--- config.mk ---
export PLATFORM = sky130hd
export DESIGN_NAME = cell_balance_charge_controller
export DESIGN_NICKNAME = d
export VERILOG_FILES = /design/src/rtl/cbc_pkg.sv /design/src/rtl/cbc_lane.sv /design/src/rtl/cbc_merge.sv /design/src/rtl/cell_balance_charge_controller.sv
export SDC_FILE = /design/constraint.sdc
export NUM_CORES = 1
export LEC_CHECK = 0
export BUFFER_PORTS_ARGS = -buffer_cell sky130_fd_sc_hd__buf_2
export CAP_MARGIN = 20
export CELL_PAD_IN_SITES_DETAIL_PLACEMENT = 0
export CELL_PAD_IN_SITES_GLOBAL_PLACEMENT = 1
export CORE_ASPECT_RATIO = 0.75
export CORE_MARGIN = 2
export CORE_UTILIZATION = 35
export DETAILED_ROUTE_END_ITERATION = 8
export PLACE_DENSITY = 0.6
export SYNTH_ARGS = -nofsm -noshare
export SYNTH_HDL_FRONTEND = slang
export SYNTH_SLANG_ARGS = --single-unit
--- constraint.sdc ---
create_clock -name clk_i -period 4 [get_ports clk_i]
set_input_delay 0.2 -clock clk_i [delete_from_list [all_inputs] [get_ports clk_i]]
set_output_delay 0.2 -clock clk_i [all_outputs]
set_load 0.005 [all_outputs]
--- src/rtl/cbc_pkg.sv ---
// Shared types and constants for the cell balance charge controller.
package cbc_pkg;

  localparam int unsigned CellCount = 6;
  localparam int unsigned CodeW     = 15;
  localparam int unsigned CellW     = 16;

  typedef enum logic [1:0] {
    REG_MAX_CELL    = 2'd0,
    REG_MIN_CELL    = 2'd1,
    REG_ALLOW_DELTA = 2'd2,
    REG_CHARGED     = 2'd3
  } reg_idx_e;

  typedef enum logic [1:0] {
    CLS_LOW        = 2'd0,
    CLS_OVER       = 2'd1,
    CLS_BALANCED   = 2'd2,
    CLS_UNBALANCED = 2'd3
  } pack_class_e;

  localparam logic [CodeW-1:0] MaxCellReset    = 15'd22545;
  localparam logic [CodeW-1:0] MinCellReset    = 15'd13108;
  localparam logic [CodeW-1:0] AllowDeltaReset = 15'd786;
  localparam logic [CodeW-1:0] ChargedReset    = 15'd20395;

  typedef struct packed {
    logic [CodeW-1:0] max_cell_code;
    logic [CodeW-1:0] min_cell_code;
    logic [CodeW-1:0] allowed_delta_code;
    logic [CodeW-1:0] charged_cell_code;
  } cfg_t;

  typedef struct packed {
    logic low;
    logic over;
  } lane_flags_t;

  typedef struct packed {
    logic                    docked;
    logic                    balance_running;
    logic signed [CellW-1:0] cell_0;
    logic signed [CellW-1:0] cell_1;
    logic signed [CellW-1:0] cell_2;
    logic signed [CellW-1:0] cell_3;
    logic signed [CellW-1:0] cell_4;
    logic signed [CellW-1:0] cell_5;
  } in_word_t;

  typedef struct packed {
    logic [2:0] next_mode;
    logic       charge_on;
    logic       balance_start;
    logic       balance_stop;
    logic [1:0] pack_class;
    logic       class_valid;
  } out_word_t;

endpackage

--- src/rtl/cbc_lane.sv ---
// One cell lane: compare a cell code against the low and over-maximum limits.
module cbc_lane (
  input  logic signed [cbc_pkg::CellW-1:0] cell_i,
  input  cbc_pkg::cfg_t                    cfg_i,
  output cbc_pkg::lane_flags_t             flags_o
);

  logic signed [cbc_pkg::CellW-1:0] min_lim;
  logic signed [cbc_pkg::CellW-1:0] max_lim;

  assign min_lim = $signed({1'b0, cfg_i.min_cell_code});
  assign max_lim = $signed({1'b0, cfg_i.max_cell_code});

  assign flags_o.low  = (cell_i <= min_lim);
  assign flags_o.over = (cell_i >= max_lim);

endmodule

--- src/rtl/cbc_merge.sv ---
// Merge stage: combine lane flags, find max, min and spread, and classify the pack.
module cbc_merge (
  input  logic signed [cbc_pkg::CellW-1:0] cells_i [cbc_pkg::CellCount],
  input  cbc_pkg::lane_flags_t             flags_i [cbc_pkg::CellCount],
  input  cbc_pkg::cfg_t                    cfg_i,
  output cbc_pkg::pack_class_e             class_o
);

  logic signed [cbc_pkg::CellW-1:0] hi;
  logic signed [cbc_pkg::CellW-1:0] lo;
  logic                             any_low;
  logic                             any_over;
  logic signed [cbc_pkg::CellW:0]   spread;
  logic                             balanced;

  always_comb begin
    hi       = cells_i[0];
    lo       = cells_i[0];
    any_low  = 1'b0;
    any_over = 1'b0;
    for (int i = 0; i < cbc_pkg::CellCount; i++) begin
      if (cells_i[i] > hi) hi = cells_i[i];
      if (cells_i[i] < lo) lo = cells_i[i];
      any_low  = any_low | flags_i[i].low;
      any_over = any_over | flags_i[i].over;
    end
  end

  assign spread   = {hi[cbc_pkg::CellW-1], hi} - {lo[cbc_pkg::CellW-1], lo};
  assign balanced = (spread < $signed({2'b00, cfg_i.allowed_delta_code}))
                 && (lo > $signed({1'b0, cfg_i.charged_cell_code}));

  always_comb begin
    if (any_low) begin
      class_o = cbc_pkg::CLS_LOW;
    end else if (any_over) begin
      class_o = cbc_pkg::CLS_OVER;
    end else if (balanced) begin
      class_o = cbc_pkg::CLS_BALANCED;
    end else begin
      class_o = cbc_pkg::CLS_UNBALANCED;
    end
  end

endmodule

--- src/rtl/cell_balance_charge_controller.sv ---
// Top level of the cell balance charge controller: lanes, merge, mode machine, output skid.
//
// Each accepted word is one controller tick: six cell lanes compare their codes against
// the limits in parallel, a merge stage forms max, min, spread and the pack class, and
// the mode machine advances one state, all in the accept cycle. The result word is held
// in an output register with a one-word skid behind it, so a new word is taken every
// cycle while downstream keeps taking results.
module cell_balance_charge_controller (
  input  logic                       clk_i,
  input  logic                       rst_ni,
  input  logic                       in_valid_i,
  output logic                       in_ready_o,
  input  cbc_pkg::in_word_t          in_word_i,
  output logic                       out_valid_o,
  input  logic                       out_ready_i,
  output cbc_pkg::out_word_t         out_word_o,
  input  logic                       cfg_we_i,
  input  logic [1:0]                 cfg_idx_i,
  input  logic [cbc_pkg::CodeW-1:0]  cfg_data_i
);

  typedef enum logic [2:0] {
    MODE_DOCK    = 3'd0,
    MODE_MEASURE = 3'd1,
    MODE_CHARGE  = 3'd2,
    MODE_BALANCE = 3'd3,
    MODE_STOP    = 3'd4
  } mode_e;

  cbc_pkg::cfg_t        cfg_q;
  mode_e                mode_q, mode_d;
  logic                 issued_q, issued_d;
  logic                 charge_q, charge_d;

  logic signed [cbc_pkg::CellW-1:0] cells [cbc_pkg::CellCount];
  cbc_pkg::lane_flags_t             flags [cbc_pkg::CellCount];
  cbc_pkg::pack_class_e             pack_class;

  cbc_pkg::out_word_t   res;
  cbc_pkg::out_word_t   main_q;
  cbc_pkg::out_word_t   skid_q;
  logic                 main_valid_q;
  logic                 skid_valid_q;
  logic                 in_fire;
  logic                 out_fire;

  assign cells[0] = in_word_i.cell_0;
  assign cells[1] = in_word_i.cell_1;
  assign cells[2] = in_word_i.cell_2;
  assign cells[3] = in_word_i.cell_3;
  assign cells[4] = in_word_i.cell_4;
  assign cells[5] = in_word_i.cell_5;

  for (genvar g = 0; g < cbc_pkg::CellCount; g++) begin : g_lane
    cbc_lane u_lane (
      .cell_i  (cells[g]),
      .cfg_i   (cfg_q),
      .flags_o (flags[g])
    );
  end

  cbc_merge u_merge (
    .cells_i (cells),
    .flags_i (flags),
    .cfg_i   (cfg_q),
    .class_o (pack_class)
  );

  // configuration registers
  always_ff @(posedge clk_i or negedge rst_ni) begin
    if (!rst_ni) begin
      cfg_q.max_cell_code      <= cbc_pkg::MaxCellReset;
      cfg_q.min_cell_code      <= cbc_pkg::MinCellReset;
      cfg_q.allowed_delta_code <= cbc_pkg::AllowDeltaReset;
      cfg_q.charged_cell_code  <= cbc_pkg::ChargedReset;
    end else if (cfg_we_i) begin
      case (cfg_idx_i)
        cbc_pkg::REG_MAX_CELL:    cfg_q.max_cell_code      <= cfg_data_i;
        cbc_pkg::REG_MIN_CELL:    cfg_q.min_cell_code      <= cfg_data_i;
        cbc_pkg::REG_ALLOW_DELTA: cfg_q.allowed_delta_code <= cfg_data_i;
        cbc_pkg::REG_CHARGED:     cfg_q.charged_cell_code  <= cfg_data_i;
        default: ;
      endcase
    end
  end

  // mode machine, next state and result word
  always_comb begin
    mode_d            = MODE_DOCK;
    issued_d          = issued_q;
    charge_d          = charge_q;
    res.balance_start = 1'b0;
    res.balance_stop  = 1'b0;
    res.pack_class    = cbc_pkg::CLS_LOW;
    res.class_valid   = 1'b0;
    case (mode_q)
      MODE_DOCK: begin
        mode_d = in_word_i.docked ? MODE_MEASURE : MODE_DOCK;
      end
      MODE_MEASURE: begin
        charge_d        = 1'b0;
        res.pack_class  = pack_class;
        res.class_valid = 1'b1;
        if (pack_class == cbc_pkg::CLS_OVER) begin
          mode_d = MODE_BALANCE;
        end else if (pack_class == cbc_pkg::CLS_UNBALANCED) begin
          mode_d = MODE_CHARGE;
        end else begin
          mode_d = MODE_MEASURE;
        end
        if (!in_word_i.docked) mode_d = MODE_DOCK;
      end
      MODE_CHARGE: begin
        if (in_word_i.docked) begin
          charge_d = 1'b1;
          mode_d   = MODE_BALANCE;
        end else begin
          mode_d = MODE_DOCK;
        end
      end
      MODE_BALANCE: begin
        res.balance_start = !issued_q;
        issued_d          = 1'b1;
        if (in_word_i.balance_running && in_word_i.docked) begin
          mode_d = MODE_BALANCE;
        end else begin
          issued_d = 1'b0;
          mode_d   = in_word_i.docked ? MODE_MEASURE : MODE_STOP;
        end
      end
      MODE_STOP: begin
        charge_d         = 1'b0;
        res.balance_stop = 1'b1;
        mode_d           = MODE_DOCK;
      end
      default: begin
        mode_d = MODE_DOCK;
      end
    endcase
    res.next_mode = mode_d;
    res.charge_on = charge_d;
  end

  assign in_ready_o  = !skid_valid_q;
  assign in_fire     = in_valid_i && in_ready_o;
  assign out_valid_o = main_valid_q;
  assign out_word_o  = main_q;
  assign out_fire    = main_valid_q && out_ready_i;

  // advance state on each accepted word
  always_ff @(posedge clk_i or negedge rst_ni) begin
    if (!rst_ni) begin
      mode_q   <= MODE_DOCK;
      issued_q <= 1'b0;
      charge_q <= 1'b0;
    end else if (in_fire) begin
      mode_q   <= mode_d;
      issued_q <= issued_d;
      charge_q <= charge_d;
    end
  end

  // output register with skid
  always_ff @(posedge clk_i or negedge rst_ni) begin
    if (!rst_ni) begin
      main_valid_q <= 1'b0;
      skid_valid_q <= 1'b0;
    end else if (out_fire) begin
      if (skid_valid_q) begin
        skid_valid_q <= 1'b0;
      end else if (!in_fire) begin
        main_valid_q <= 1'b0;
      end
    end else if (in_fire) begin
      if (!main_valid_q) begin
        main_valid_q <= 1'b1;
      end else begin
        skid_valid_q <= 1'b1;
      end
    end
  end

  always_ff @(posedge clk_i) begin
    if (out_fire) begin
      if (skid_valid_q) begin
        main_q <= skid_q;
      end else if (in_fire) begin
        main_q <= res;
      end
    end else if (in_fire) begin
      if (!main_valid_q) begin
        main_q <= res;
      end else begin
        skid_q <= res;
      end
    end
  end

  a_skid_behind_main: assert property (@(posedge clk_i) disable iff (!rst_ni)
    skid_valid_q |-> main_valid_q)
    else $error("skid holds a word while the output register is empty");

  a_stop_to_dock: assert property (@(posedge clk_i) disable iff (!rst_ni)
    (in_fire && mode_q == MODE_STOP) |=> (mode_q == MODE_DOCK && !charge_q))
    else $error("stop tick did not return to dock with charging off");

  a_charge_from_charge_mode: assert property (@(posedge clk_i) disable iff (!rst_ni)
    $rose(charge_q) |-> ($past(mode_q) == MODE_CHARGE && mode_q == MODE_BALANCE))
    else $error("charging turned on outside the charge enable step");

  a_pulses_exclusive: assert property (@(posedge clk_i) disable iff (!rst_ni)
    out_valid_o |-> !(out_word_o.balance_start && out_word_o.balance_stop))
    else $error("start and stop pulses in one word");

endmodule
==> flow_summary_export.csv <==
group,metric,value,unit
run_status,outcome,"complete, but fails checks",
run_status,violations,"negative setup slack",
placement,place_ws,-11.42,ns
timing,slew_violations,0,
synthesis,synth_top_area_share,30.3,%
floorplan,die_x,242,µm
timing,max_freq,0.0679,GHz
critical_path,path_common_cell,"a21oi_2",
floorplan,rows,65,
drt,drcViolationCount,0,
synthesis,synth_seq_area_share,15.1,%
timing,rsz0062_at_grt,"true",
run,maxCapViolations,0,
critical_path,crit_path_start_kind,"input port",
global_route,grt_max_degree,42,
synthesis,synth_area_leader_cell,"ha_1",
drt,drt_first_iter_violations,1065,
clock_network,cts_tree,"done",
timing,finalSetupViolations,8,
critical_path,crit_path_max_fanout,7,
global_route,grt.overflow.total,0,
power,finalPower,16.0,mW
global_route,met3_usage,5.35,%
placement,dp.cells,2873,
clock_network,cts_buffers,9,
synthesis,synthMostInstantiatedCell,"ha_1",
synthesis,synthArstFlopShare,78.8,%
critical_path,critPathMaxStageDelay,0.43,ns
placement,gp_congestion,0.945,
timing,hold_viol,0,
drt,viasPerCell,5.40,
timing,setup_ws,-10.73,ns
power,leakagePower,10.6,nW
synthesis,synth_flop_cell,"dfrtp_1",
critical_path,worstPathArrival,14.81,ns
clock_network,ctsHoldBuffers,0,
clock_network,clock_sinks,85,
finish,stdcell_count,2930,
finish,nFillCells,4090,
drt,routed_wl,64700,µm
synthesis,synth_edf_count,18,
synthesis,yosysUniqueCellTypes,91,
placement,hpwl,54700,µm
hold_path,hold_path.class,"in2async",
timing,finalSetupTns,-85.21,ns
synthesis,synth_area,0.0149,mm²
floorplan,die_h,182,µm
global_route,antenna_found_initial,2,
timing,fin_crit,14.73,ns
power,power_density,757,mW/mm²
critical_path,slowest_stage,"or4_4",
floorplan,core_area,0.0420,mm²
finish,antenna_cells,0,
clock_network,cts_htree_levels,3,
drt,vias,15800,
floorplan,ioPinCount,131,
clock_network,cts_root_buf,"clkbuf_16",
global_route,grt_use_met2,43.2,%
placement,port_buffers,130,
timing,post-route-period-util,368,%
synthesis,synth-seq-cells,85,
synthesis,syn_nets,2234,
global_route,grt_use_total,28.8,%
clock_network,clk_pin_slew,0.06,ns
finish,drive_gt1_share,38.5,%
critical_path,critical_path_required,4.09,ns
finish,area_growth_syn_to_layout,42.0,%
finish,fin_nets,2837,
global_route,grt_use_met1,42.8,%
timing,tightest_slew,1.10,ns
synthesis,yosys_warnings,0,
clock_network,clk_path_buf_depth,2,
drt,firstDrtPassIters,5,
drt,wl_per_cell,22.1,µm
finish,final_util,50.3,%
synthesis,synth_area_leaders,"ha_1, dfrtp_1, mux2_2",
global_route,grt_pass1_wl,95500,µm
timing,fin_skew,0.00507,ns
floorplan,dieArea,0.0441,mm²
synthesis,synth_commonest_cells,"ha_1, inv_1, a21oi_1",
synthesis,avgSynthCellArea,8.48,µm²
global_route,top_usage_layer,"met2",
critical_path,crit_path_end_kind,"flip-flop",
drt,drtAntennaViolNets,0,
synthesis,syn_inst,1753,
critical_path,crit_type,"in2reg",
floorplan,initial_core_util,35.4,%
timing,slew-limit-headroom,26.6,%
clock_network,clock_latency,0.34,ns
power,ir_worst_vdd,650,µV
global_route,grt_pass1_vias,15500,
registers in the layout, indices dropped and copies added, names as in the netlist:
register and flops:
skid_q 9, out_word_o 9, out_valid_o 1, mode_q 3, cfg_q 60, charge_q 1
skid_valid_q 1, issued_q 1
layer usage:
layer | vias to the layer above | routed length, µm
li1 | 7746 | -
met1 | 7490 | 32100
met2 | 504 | 26700
met3 | 66 | 4840
met4 | 2 | 1100
met5 | - | 8
cells by family (layout without fill, tap and decap cells):
group           Yosys count  after routing  share of synthesized area, %
fa+ha+maj               361            361                          30.4
flops                    85             85                          15.1
buf+inv                 246            854                          6.49
simple gates            423            423                          15.3
xor+xnor                 12             12                         0.707
compound gates          500            500                          22.7
mux                     126            126                          9.23
worst max-delay path: cells and delay by family:
kind                       cells  cell delay, ns
AOI/OAI and AO/OA             36            6.44
buffers and inverters          9            1.07
muxes                          5            1.28
adders and majority gates      8            2.01
and+or+nand+nor               24            3.65
xor gates and xnor gates       1            0.09
metrics by stage:
step / cell area [µm²] / hold WS (ns)
floorplan: 15100 / -0.0956
global placement: 19700 / 0.408
detailed placement: 19700 / 0.416
CTS: 20700 / 0.0545
global route: 21100 / 0.0898
finish: 21100 / 0.00427
power breakdown:
part / switching, mW / internal (mW) / leakage, nW
sequential: 0.0909 / 1.10 / 0.943
combinational: 6.96 / 7.06 / 9.55
clock: 0.347 / 0.422 / 0.129
total: 7.40 / 8.58 / 10.6
timing repair:
action | in CTS | in global routing
pin swaps | 20 | 35
buffers inserted | 32 | 7
setup endpoints to repair | 8 | 9
gates resized for setup | 74 | 81
cloned | 2 | 0
cell usage in the layout, fill, tap and decap left out, types with 20 or more instances in the layout:
master,synthesis,layout
a211oi_1,24,22
a21o_1,53,53
a21oi_1,136,114
a21oi_2,1,22
buf_2,3,117
buf_4,4,482
dfrtp_1,41,41
dfstp_2,26,26
ha_1,360,333
ha_4,0,25
inv_1,213,190
mux2_2,83,70
mux2i_1,41,35
nand2_1,69,67
nand2b_1,22,22
nand3_1,21,20
nand4_1,63,63
nor2_1,103,98
nor2b_1,48,44
nor3_1,23,20
nor4_1,20,20
o21a_1,79,79
o21ai_0,96,82
layout make-up:
cell class,instances,area (µm²),share of cell area [%]
clock buffer,9,225,1.07
inverter,213,812,3.85
timing repair buffer,625,4590,21.8
multi-input combinational,1422,12500,59.1
sequential,85,2250,10.7
clock inverter,7,48.8,0.231
tap,569,712,3.37
final timing paths:
check                               from       endpoint  slack [ns]  cells past startpoint
min in group clk_i           out_ready_i   skid_valid_q        0.11                      2
min reg2reg                    cfg_q[31]      cfg_q[31]        0.50                      1
max                        in_word_i[86]  out_word_o[6]      -10.73                     83
max in group asynchronous         rst_ni       cfg_q[1]        3.03                      2
min                               rst_ni    out_valid_o       0.004                      1
max reg2reg                    cfg_q[32]  out_word_o[6]           0                     16
Power figures use the tool's default switching activity.
